<file path="src/sv/pairwise_kernel_density_sum_macros.svh">
// Assertion macros for the pairwise kernel density sum block.
`ifndef PAIRWISE_KERNEL_DENSITY_SUM_MACROS_SVH
`define PAIRWISE_KERNEL_DENSITY_SUM_MACROS_SVH
`ifndef SYNTH
// same-cycle implication, disabled in reset
`define PKDS_ASSERT_IMP(lbl, ck, rn, a, b, msg) \
    lbl: assert property (@(posedge ck) disable iff (!rn) (a) |-> (b)) else $error(msg);
// next-cycle implication, disabled in reset
`define PKDS_ASSERT_NXT(lbl, ck, rn, a, b, msg) \
    lbl: assert property (@(posedge ck) disable iff (!rn) (a) |=> (b)) else $error(msg);
`else
`define PKDS_ASSERT_IMP(lbl, ck, rn, a, b, msg)
`define PKDS_ASSERT_NXT(lbl, ck, rn, a, b, msg)
`endif
`endif

</file>
<file path="src/sv/pkds_pkg.sv">
// Shared types, widths and codes of the pairwise kernel density sum block.
`default_nettype none
package pkds_pkg;
    localparam int COORD_W    = 18;
    localparam int VALUE_W    = 32;
    localparam int KWORD_W    = 18;
    localparam int SLOT_W     = 10;
    localparam int SUM_W      = 48;
    localparam int RADIUS_W   = 17;
    localparam int MULT_W     = 32;
    localparam int INVW_W     = 17;
    localparam int CFG_DATA_W = 32;
    localparam int CFG_IDX_W  = 2;
    localparam int ACTION_W   = 2;

    // scaled coordinate path
    localparam int CPROD_W = COORD_W + INVW_W + 1;
    localparam int SC_W    = CPROD_W - 16;
    localparam int ABS_W   = SC_W;
    localparam int SQ_W    = 2 * ABS_W;
    localparam int DSQ_W   = SQ_W + 2;
    localparam int HL_W    = DSQ_W + 16;
    localparam int IDXRAW_W = HL_W + 1 - 32;
    localparam int KPROD_W = KWORD_W + VALUE_W;
    localparam int PT_W    = 3 * COORD_W + VALUE_W;

    localparam logic [ACTION_W-1:0] ACT_LOAD    = 2'd0;
    localparam logic [ACTION_W-1:0] ACT_APPEND  = 2'd1;
    localparam logic [ACTION_W-1:0] ACT_COMPUTE = 2'd2;
    localparam logic [ACTION_W-1:0] ACT_READ    = 2'd3;

    localparam logic [CFG_IDX_W-1:0] CFG_RADIUS = 2'd0;
    localparam logic [CFG_IDX_W-1:0] CFG_MULT   = 2'd1;
    localparam logic [CFG_IDX_W-1:0] CFG_INVW   = 2'd2;

    localparam logic [INVW_W-1:0] INVW_RESET = 17'd65536;

    typedef struct packed {
        logic mult;
        logic hold;
        logic eval;
        logic square;
    } cell_ctl_t;

    typedef struct packed {
        logic             in_box;
        logic [DSQ_W-1:0] dsq;
    } chain_t;

    function automatic logic signed [SUM_W-1:0] sat_add(
        input logic signed [SUM_W-1:0]   acc,
        input logic signed [KPROD_W-1:0] prod
    );
        logic signed [KPROD_W:0] s;
        logic signed [KPROD_W:0] hi;
        logic signed [KPROD_W:0] lo;
        s  = (KPROD_W+1)'(acc) + (KPROD_W+1)'(prod);
        hi = (KPROD_W+1)'({1'b0, {(SUM_W-1){1'b1}}});
        lo = (KPROD_W+1)'($signed({1'b1, {(SUM_W-1){1'b0}}}));
        if (s > hi)
            return {1'b0, {(SUM_W-1){1'b1}}};
        else if (s < lo)
            return {1'b1, {(SUM_W-1){1'b0}}};
        else
            return s[SUM_W-1:0];
    endfunction
endpackage
`default_nettype wire

</file>
<file path="src/sv/pkds_index_unit.sv">
// Turns a squared distance into a saturated kernel table index.
`default_nettype none
module pkds_index_unit #(
    parameter int KERNEL_ENTRIES = 1024
) (
    input  wire logic                         clk,
    input  wire logic                         en,
    input  wire logic [pkds_pkg::DSQ_W-1:0]   dsq,
    input  wire logic [pkds_pkg::MULT_W-1:0]  mult,
    output logic [$clog2(KERNEL_ENTRIES)-1:0] idx
);
    import pkds_pkg::*;
    localparam int KW = $clog2(KERNEL_ENTRIES);

    logic [HL_W-1:0]     hi_reg;
    logic [HL_W-1:0]     lo_reg;
    logic [HL_W:0]       lo_rnd;
    logic [HL_W:0]       total;
    logic [IDXRAW_W-1:0] raw;

    // split multiply: upper and lower 16 bits of the multiplier, read as UQ0.48 (scaled by 2^-48)
    always_ff @(posedge clk)
    begin
        if (en)
        begin
            hi_reg <= HL_W'(dsq * mult[31:16]);
            lo_reg <= HL_W'(dsq * mult[15:0]);
        end
    end

    assign lo_rnd = (HL_W+1)'(lo_reg) + ((HL_W+1)'(1) << 47);
    assign total  = (HL_W+1)'(hi_reg) + (HL_W+1)'(lo_rnd[HL_W:16]);
    assign raw    = total[HL_W:32];
    assign idx    = (raw > IDXRAW_W'(KERNEL_ENTRIES - 1)) ? KW'(KERNEL_ENTRIES - 1)
                                                          : KW'(raw);
endmodule
`default_nettype wire

</file>
<file path="config.mk">
export PLATFORM = sky130hd
export DESIGN_NAME = pkds_index_unit
export DESIGN_NICKNAME = d
export VERILOG_FILES = /design/src/sv/pairwise_kernel_density_sum_macros.svh /design/src/sv/pkds_pkg.sv /design/src/sv/pkds_index_unit.sv
export SDC_FILE = /design/constraint.sdc
export NUM_CORES = 2
export LEC_CHECK = 0
export ABC_AREA = 1
export ABC_CLOCK_PERIOD_IN_PS = 16400
export BUFFER_PORTS_ARGS = -buffer_cell sky130_fd_sc_hd__clkbuf_2
export CORE_ASPECT_RATIO = 1.75
export CORE_UTILIZATION = 29
export CTS_CLUSTER_DIAMETER = 150
export DETAILED_ROUTE_END_ITERATION = 10
export PLACE_DENSITY = 0.53
export SLEW_MARGIN = 20
export SYNTH_ARGS = -nofsm -noshare
export SYNTH_HDL_FRONTEND = slang
export SYNTH_SLANG_ARGS = --single-unit
</file>
<file path="constraint.sdc">
create_clock -name clk -period 16.4 [get_ports clk]
set_clock_uncertainty 0.1 [all_clocks]
set_input_delay 1.64 -clock clk [delete_from_list [all_inputs] [get_ports clk]]
set_output_delay 1.64 -clock clk [all_outputs]
set_load 0.005 [all_outputs]
</file>
==> impl_metrics.tcl <==
set metrics [dict create \
    setup_tns_ns 0 \
    critPathKind "input pin to flip-flop" \
    top_layer "met5" \
    cp_data_required_time_ns 16.47 \
    synth_area_um2 50700 \
    cts_setup_buffers 0 \
    drc 0 \
    final.fill_count 18613 \
    grtUsageTotal_pct 20.2 \
    crit_end "lo_reg[38]" \
    cts_resized 0 \
    numCtsBuffers 9 \
    ys_types 41 \
    met1Wirelength_mm 60.5 \
    htreeDepth 3 \
    grt_max_degree 71 \
    die_x_um 318 \
    io_pins 86 \
    initial_utilization_pct 29.3 \
    synth_seq_cells 100 \
    hold_class "input pin to flip-flop" \
    max_stage_delay_ns 0.57 \
    cts.clk_slew.worst_paths_ns 0.09 \
    dr_total_vias 42019 \
    holdPathStages 1 \
    fin_area_um2 53700 \
    dr.pass1.iters 6 \
    wl_mm 175 \
    layout-drive-gt1-share_pct 3.54 \
    yosysWarnings 0 \
    grt_overflow 0 \
    clkSinkCount 100 \
    core-area_um2 173000 \
    syn_to_final_growth_pct 5.99 \
    min_period_ns 8.66 \
    finalMaxSlewViolations 0 \
    finalCritPeriodShare_pct 52.8 \
    hold_buffers 0 \
    yosysSeqAreaShare_pct 5.93 \
    numPortBuffers 85 \
    dr.first_iter.drc_count 2194 \
    synth_compound_area_share_pct 4.21 \
    crit_fanout 25 \
    ys.flop_type "edfxtp_1" \
    slew_headroom_pct 28.4 \
    multi_input_comb_area_um2 38900 \
    worstSetupStartpointType "input pin" \
    cp.arrival_ns 8.73 \
    grt_pass1_vias 47563 \
    muxShareOfSynthArea_pct 0 \
    largest_reg_flops 58 \
    postSynthAreaPerCell_um2 7.45 \
    gp_congestion 1.01 \
    async_flop_share_pct 0 \
    cts_buffer_depth 2 \
    synthAdderAreaFrac_pct 51.5 \
    synth_cells 6801 \
    max_slew.worst_pin.slew_ns 1.07 \
    die_area_um2 176000 \
    finalNetCount 8175 \
    cp-end-kind "flip-flop" \
    fin_util_pct 31.0 \
    finalSetupViolCount 0 \
    wire_per_inst_um 19.6 \
    cp-startpoint "mult[4]" \
    die_h_um 555 \
    dp_hpwl_mm 139 \
    cap_violations 0 \
    cts_tree "built" \
    instances_no_fill 8935 \
    cp_slowest_cell "clkbuf_2" \
    row_count 202 \
    antenna_found_initial 5 \
    rsz0062_at_grt "no" \
    synth_top_family_by_area "adder cells" \
    synth_xor_area_share_pct 1.88 \
    placed_cell_area_um2 53400 \
    run_status "finished clean" \
    ant_nets 0 \
    wl_met3_mm 6.24 \
    synthSimpleGateAreaFrac_pct 19.3 \
    placed_cells 8917 \
    synthesis.nets 8292 \
    fmax_mhz 115 \
    vias_per_cell 4.70 \
    regArea_um2 3000 \
    synth_edf_count 100 \
    grt_pass1_wl_mm 270 \
    hold_viol_final 0 \
    wl_met2_mm 96.9 \
    cts-root-buf "clkbuf_16" \
]
-- critical path: cells and delay by family --
kind | cells | cell delay (ns)
AOI/OAI and AO/OA | 5 | 1.58
and+or+nand+nor | 6 | 0.79
buffers and inverters | 8 | 1.48
adders and majority gates | 7 | 3.22
-- synthesized netlist by cell type (all sizes together), types with 2 or more instances --
library cell | number | area (um2)
a21boi | 7 | 52.6
a21o | 23 | 173
a21oi | 170 | 851
a221oi | 7 | 61.3
a31o | 2 | 17.5
a31oi | 31 | 194
and3 | 3 | 18.8
clkbuf | 286 | 1070
edfxtp | 100 | 3000
fa | 1115 | 22300
ha | 300 | 3750
inv | 2035 | 7640
nand2 | 2020 | 7610
nand3 | 104 | 526
nand3b | 10 | 75.1
nand4 | 23 | 144
nor2 | 283 | 1170
nor3 | 26 | 150
nor4 | 9 | 56.3
o2111ai | 3 | 26.3
o211ai | 7 | 52.6
o21a | 4 | 30.0
o21ai | 94 | 470
o21bai | 20 | 158
o31ai | 3 | 22.5
or2 | 2 | 12.5
xnor2 | 35 | 307
xor2 | 74 | 648
-- logic make-up after synthesis --
family | Yosys count
xor gates and xnor gates | 109
AOI/OAI and AO/OA | 374
adders and majority gates | 1415
DFF | 100
buffers and inverters | 2322
and+or+nand+nor | 2481
-- layout by cell type, fill, tap and decap left out, types with 9 or more instances in the layout --
| cell | instances |
|---|---|
| ha_1 | 300 |
| nor2_4 | 9 |
| nand2_1 | 2009 |
| xnor2_1 | 35 |
| clkbuf_2 | 83 |
| inv_2 | 13 |
| nand3_1 | 103 |
| edfxtp_1 | 100 |
| nor3_1 | 22 |
| o21bai_1 | 18 |
| fa_1 | 1115 |
| a21o_1 | 23 |
| xor2_1 | 74 |
| nand2_2 | 11 |
| buf_4 | 75 |
| a21oi_1 | 170 |
| nand3b_1 | 10 |
| nor2_1 | 256 |
| o21ai_0 | 86 |
| inv_1 | 2022 |
| nor4_1 | 9 |
| a31oi_1 | 31 |
| nand4_1 | 23 |
| nor2_2 | 18 |
| clkbuf_16 | 9 |
-- per-layer routing --
metal,global-route usage [%],vias to the layer above
li1,-,18979
met1,20.2,21268
met2,40.1,1231
met3,1.48,539
met4,12.0,2
met5,0,-
-- through the flow --
stage | hold slack (ns) | setup slack (ns)
final | 1.63 | 7.74
after floorplan | 1.65 | 9.13
after global placement | 2.05 | 7.42
after CTS | 1.63 | 7.84
after global routing | 1.65 | 7.68
after detailed placement | 2.05 | 7.43
-- area by class of cell --
| class | count | share of cell area [%] |
|---|---|---|
| multi-input cells | 4379 | 72.5 |
| inverters | 2035 | 14.2 |
| flip-flops and latches | 100 | 5.59 |
| well taps | 2244 | 5.23 |
| repair buffers | 159 | 1.83 |
| clock buffers | 9 | 0.419 |
| clock inverters | 7 | 0.170 |
| diodes | 2 | 0.00932 |
-- worst min path at each step --
stage	from	to
floorplan	en	hi_reg[0]
global placement	en	lo_reg[16]
detailed placement	en	hi_reg[7]
CTS	en	lo_reg[16]
global route	en	lo_reg[16]
finish	en	lo_reg[16]
Power is not shown: default switching activity piles up to over one toggle a cycle in this logic, so the estimate is an artifact.
