## src/sv/pairwise_kernel_density_sum_macros.svh

```systemverilog
// Assertion macros for the pairwise kernel density sum block.
`ifndef PAIRWISE_KERNEL_DENSITY_SUM_MACROS_SVH
`define PAIRWISE_KERNEL_DENSITY_SUM_MACROS_SVH
`ifndef SYNTH
// same-cycle implication, disabled in reset
`define PKDS_ASSERT_IMP(lbl, ck, rn, a, b, msg) \
    lbl: assert property (@(posedge ck) disable iff (!rn) (a) |-> (b)) else $error(msg);
// next-cycle implication, disabled in reset
`define PKDS_ASSERT_NXT(lbl, ck, rn, a, b, msg) \
    lbl: assert property (@(posedge ck) disable iff (!rn) (a) |=> (b)) else $error(msg);
`else
`define PKDS_ASSERT_IMP(lbl, ck, rn, a, b, msg)
`define PKDS_ASSERT_NXT(lbl, ck, rn, a, b, msg)
`endif
`endif

```

## src/sv/pkds_pkg.sv

```systemverilog
// Shared types, widths and codes of the pairwise kernel density sum block.
`default_nettype none
package pkds_pkg;
    localparam int COORD_W    = 18;
    localparam int VALUE_W    = 32;
    localparam int KWORD_W    = 18;
    localparam int SLOT_W     = 10;
    localparam int SUM_W      = 48;
    localparam int RADIUS_W   = 17;
    localparam int MULT_W     = 32;
    localparam int INVW_W     = 17;
    localparam int CFG_DATA_W = 32;
    localparam int CFG_IDX_W  = 2;
    localparam int ACTION_W   = 2;

    // scaled coordinate path
    localparam int CPROD_W = COORD_W + INVW_W + 1;
    localparam int SC_W    = CPROD_W - 16;
    localparam int ABS_W   = SC_W;
    localparam int SQ_W    = 2 * ABS_W;
    localparam int DSQ_W   = SQ_W + 2;
    localparam int HL_W    = DSQ_W + 16;
    localparam int IDXRAW_W = HL_W + 1 - 32;
    localparam int KPROD_W = KWORD_W + VALUE_W;
    localparam int PT_W    = 3 * COORD_W + VALUE_W;

    localparam logic [ACTION_W-1:0] ACT_LOAD    = 2'd0;
    localparam logic [ACTION_W-1:0] ACT_APPEND  = 2'd1;
    localparam logic [ACTION_W-1:0] ACT_COMPUTE = 2'd2;
    localparam logic [ACTION_W-1:0] ACT_READ    = 2'd3;

    localparam logic [CFG_IDX_W-1:0] CFG_RADIUS = 2'd0;
    localparam logic [CFG_IDX_W-1:0] CFG_MULT   = 2'd1;
    localparam logic [CFG_IDX_W-1:0] CFG_INVW   = 2'd2;

    localparam logic [INVW_W-1:0] INVW_RESET = 17'd65536;

    typedef struct packed {
        logic mult;
        logic hold;
        logic eval;
        logic square;
    } cell_ctl_t;

    typedef struct packed {
        logic             in_box;
        logic [DSQ_W-1:0] dsq;
    } chain_t;

    function automatic logic signed [SUM_W-1:0] sat_add(
        input logic signed [SUM_W-1:0]   acc,
        input logic signed [KPROD_W-1:0] prod
    );
        logic signed [KPROD_W:0] s;
        logic signed [KPROD_W:0] hi;
        logic signed [KPROD_W:0] lo;
        s  = (KPROD_W+1)'(acc) + (KPROD_W+1)'(prod);
        hi = (KPROD_W+1)'({1'b0, {(SUM_W-1){1'b1}}});
        lo = (KPROD_W+1)'($signed({1'b1, {(SUM_W-1){1'b0}}}));
        if (s > hi)
            return {1'b0, {(SUM_W-1){1'b1}}};
        else if (s < lo)
            return {1'b1, {(SUM_W-1){1'b0}}};
        else
            return s[SUM_W-1:0];
    endfunction
endpackage
`default_nettype wire

```

## src/sv/pkds_axis_cell.sv

```systemverilog
// One axis cell: scales a coordinate, forms |d|, box test and square, adds to chain.
`default_nettype none
module pkds_axis_cell (
    input  wire logic                             clk,
    input  wire logic signed [pkds_pkg::COORD_W-1:0] coord,
    input  wire logic [pkds_pkg::INVW_W-1:0]      inv_window,
    input  wire logic [pkds_pkg::RADIUS_W-1:0]    radius,
    input  wire pkds_pkg::cell_ctl_t              ctl,
    input  wire pkds_pkg::chain_t                 chain_in,
    output pkds_pkg::chain_t                      chain_out
);
    import pkds_pkg::*;

    logic signed [CPROD_W-1:0] prod_reg;
    logic signed [CPROD_W-1:0] rnd;
    logic signed [SC_W-1:0]    scaled;
    logic signed [SC_W-1:0]    si_reg;
    logic signed [SC_W:0]      diff;
    logic [SC_W:0]             mag;
    logic [ABS_W-1:0]          absd_reg;
    logic                      inside_reg;
    logic [SQ_W-1:0]           sq_reg;

    // round half up: add half an LSB, then arithmetic drop of 16 bits
    assign rnd    = prod_reg + CPROD_W'(32768);
    assign scaled = rnd[CPROD_W-1:16];
    assign diff   = (SC_W+1)'(scaled) - (SC_W+1)'(si_reg);
    assign mag    = diff[SC_W] ? (SC_W+1)'(-diff) : (SC_W+1)'(diff);

    always_ff @(posedge clk)
    begin
        if (ctl.mult)
            prod_reg <= CPROD_W'(coord * $signed({1'b0, inv_window}));
        if (ctl.hold)
            si_reg <= scaled;
        if (ctl.eval)
        begin
            absd_reg   <= mag[ABS_W-1:0];
            inside_reg <= (mag < (SC_W+1)'(radius));
        end
        if (ctl.square)
            sq_reg <= absd_reg * absd_reg;
    end

    assign chain_out.dsq    = chain_in.dsq + DSQ_W'(sq_reg);
    assign chain_out.in_box = chain_in.in_box & inside_reg;
endmodule
`default_nettype wire

```

## config.mk

```make
export PLATFORM = sky130hd
export DESIGN_NAME = pkds_axis_cell
export DESIGN_NICKNAME = d
export VERILOG_FILES = /design/src/sv/pairwise_kernel_density_sum_macros.svh /design/src/sv/pkds_pkg.sv /design/src/sv/pkds_axis_cell.sv
export SDC_FILE = /design/constraint.sdc
export NUM_CORES = 2
export LEC_CHECK = 0
export ABC_AREA = 1
export BUFFER_PORTS_ARGS = -buffer_cell sky130_fd_sc_hd__buf_2
export CORE_AREA = 2 2 255 257
export CTS_CLUSTER_DIAMETER = 80
export CTS_CLUSTER_SIZE = 40
export DETAILED_ROUTE_END_ITERATION = 8
export DIE_AREA = 0 0 257 259
export GPL_TIMING_DRIVEN = 0
export PLACE_DENSITY_LB_ADDON = 0.1
export SLEW_MARGIN = 30
export SYNTH_ARGS = -nofsm -noshare
export SYNTH_HDL_FRONTEND = slang
export SYNTH_SLANG_ARGS = --single-unit
```

## constraint.sdc

```tcl
create_clock -name clk -period 6.9 [get_ports clk]
set_input_delay 1.38 -clock clk [delete_from_list [all_inputs] [get_ports clk]]
set_output_delay 1.38 -clock clk [all_outputs]
set_load 0.05 [all_outputs]
```

==> flow_metrics.py <==
metrics = {
    "outcome": {
        "outcome": "finished, final reports clean",
    },
    "sta": {
        "rsz0062_at_grt": "yes",
        "finalCritPeriodShare_pct": 97.7,
        "hold_viol": 0,
        "slew-limit-headroom_pct": 44.9,
        "report.final.slew_viol_count": 0,
        "setup_viol": 0,
        "fin_crit_ns": 6.74,
        "fmax_ghz": 0.148,
        "fin_ws_ns": 0.161,
        "finClkSkew_ns": 0.0199,
        "worst_pin_slew_ns": 0.827,
    },
    "hold_path": {
        "worstHoldEndpoint": "si_reg[19]$_DFFE_PP_",
        "hold_class": "reg2reg",
        "min-delay-start": "prod_reg[35]$_DFFE_PP_",
        "min_path_cells": 2,
    },
    "worst_setup_path": {
        "critPathMaxFanout": 10,
        "path_class": "in2reg",
        "cpMaxStageDelayCell": "fa_1",
        "path_delay_family": "adder cells",
        "worstReg2RegEnd": "sq_reg[39]$_DFFE_PP_",
        "worstReg2RegStart": "absd_reg[10]$_DFFE_PP_",
        "cpPeakStageDelay_ns": 0.55,
        "end_kind": "flip-flop",
        "regToRegSetupSlack_ns": 0.21,
        "cp-start-kind": "input pin",
        "cp.required_ns": 7.03,
        "cp_cell_sequence": "clkbuf_2 > clkbuf_2 > nand2_1 > fa_1 > fa_1 > inv_1 > fa_1 > inv_1 > fa_1 > inv_1 > fa_1 > inv_1 > fa_1 > inv_1 > ha_1 > a21oi_1 > inv_1 > a31oi_2 > o21ai_0 > a21oi_2 > inv_1 > nand2_1 > nand2_1 > xor2_1",
        "worstPathArrival_ns": 6.87,
        "critPathBufInv": 9,
        "crit_top_cell": "inv_1",
        "r2r_cells": 27,
    },
    "clock_network": {
        "h-tree-depth": 3,
        "clock-sinks": 101,
        "cts_root_buffer": "clkbuf_16",
        "clockBufferDepth": 2,
        "numCtsBuffers": 9,
        "clk_latency_ns": 0.40,
        "cts_tree": "done",
        "cts.clk_slew.worst_paths_ns": 0.08,
    },
    "synth": {
        "ys_seq_elements": 101,
        "ys_types": 48,
        "yosysWarnings": 0,
        "syn_inst": 3956,
        "ys_seq_area_share_pct": 9.57,
        "synth_edf_count": 101,
        "synth_area_sq_mm": 0.0317,
        "avgSynthCellArea_sq_um": 8.01,
        "synth_ff_type": "edfxtp_1",
        "synth_nets": 4962,
        "async_reset_ff_share_pct": 0,
    },
    "die": {
        "die-width_microns": 257,
        "coreArea_sq_mm": 0.0639,
        "ios": 143,
        "start_util_pct": 49.6,
        "rows": 93,
        "fp.dieArea_sq_mm": 0.0666,
        "die_h_microns": 259,
    },
    "finish": {
        "final_common_cell": "inv_1",
        "fin_cells": 4958,
        "area_growth_pct": 8.84,
        "drive_above_1_share_pct": 8.41,
        "nets": 5104,
        "final_util_pct": 54.0,
        "num_antenna_cells": 0,
        "largest_reg_flops": 39,
        "final_cell_mix": "1132 x inv_1, 847 x nand2_1, 580 x fa_1",
    },
    "detailed_routing": {
        "viasPerCell": 5.01,
        "wirelength_mm": 83.5,
        "first_pass_iters": 6,
        "drt.antenna.violating_nets": 0,
        "drtIter0Drc": 1366,
        "via_count": 24800,
        "wl_per_cell_microns": 16.8,
        "drc": 0,
    },
    "global_routing": {
        "grt_pass1_wl_mm": 135,
        "grt_start_max_net_pins": 40,
        "grt-ovfl-total": 0,
        "grt_pass1_vias": 25800,
        "antenna_found_initial": 0,
        "grt_usage_pct": 26.1,
    },
    "placement": {
        "gp_congestion": 0.945,
        "io_buffers": 108,
        "pre_cts_ws_ns": -1.09,
        "hpwl_mm": 72.7,
        "dp.cells": 4919,
    },
    "job": {
        "maxCapViolations": 0,
    },
}
==> worst max-delay path by stage <==
stage	from	to	slack [ns]	depth (start not counted)
after floorplan	inv_window[3]	prod_reg[24]$_DFFE_PP_	0.12	22
after CTS	coord[7]	prod_reg[35]$_DFFE_PP_	0.01	24
after detailed placement	absd_reg[10]$_DFFE_PP_	sq_reg[39]$_DFFE_PP_	-1.09	25
after global routing	inv_window[3]	prod_reg[35]$_DFFE_PP_	-0.03	24
after global placement	absd_reg[2]$_DFFE_PP_	sq_reg[39]$_DFFE_PP_	-1.07	25
final	coord[4]	prod_reg[35]$_DFFE_PP_	0.16	24
==> cell type report <==
| cell class | instances | area [sq um] |
|---|---|---|
| timing repair buffer | 137 | 774 |
| clock inverter | 6 | 63.8 |
| tap | 855 | 1070 |
| sequential | 101 | 3030 |
| multi-input combinational | 2600 | 24200 |
| fill | 6259 | 29400 |
| buffer | 105 | 769 |
| clock buffer | 10 | 229 |
| inverter | 1144 | 4300 |
==> tightest hold or removal path: stages, from the launching register on <==
cell and delay, ns:
edfxtp_1 0.34, xor2_1 0.07, inv_1 0.09
==> kinds of logic after synthesis <==
family                     Yosys count  share of synthesized area (%)
buffers and inverters             1255                           14.9
xor gates and xnor gates           158                           4.37
DFF                                101                           9.57
and+or+nand+nor                   1191                           15.3
adders and majority gates          906                           49.7
AOI/OAI and AO/OA                  345                           6.13
==> routing by layer <==
| metal | GRT usage (%) | part of all wire [%] |
|---|---|---|
| met5 | 0 | 0 |
| met4 | 6.93 | 2.7 |
| met3 | 3.48 | 4.9 |
| met2 | 47.1 | 51 |
| met1 | 33.1 | 42 |
==> stage by stage <==
stage	TNS, ns	hold slack, ns	instance area (sq um)
floorplan	0	0.448	31700
global placement	-32.97	0.614	33300
CTS	0	0.641	33900
finish	0	0.622	34500
detailed placement	-31.57	0.621	33300
global route	-0.0534	0.657	34500
==> synthesized netlist by cell type, types with 14 or more instances <==
library cell	instances	area share [%]
inv_1	1135	13
nand2_1	853	10
fa_1	588	37
ha_1	318	13
nor2_1	176	2.1
a21oi_1	162	2.6
xor2_1	110	3.0
edfxtp_1	101	9.6
clkbuf_1	95	1.1
o21ai_0	82	1.3
nand3_1	66	1.0
xnor2_1	48	1.3
a31oi_1	34	0.67
nand4_1	26	0.51
nor3_1	15	0.24
buf_1	14	0.17
==> what timing repair did <==
action	in CTS	in global routing
pin swaps	0	12
resized for setup	135	173
buffers inserted	7	22
endpoints found under the setup margin	46	29
hold buffers	0	0
Power is not shown: default switching activity piles up to over one toggle a cycle in this logic, so the estimate is an artifact.
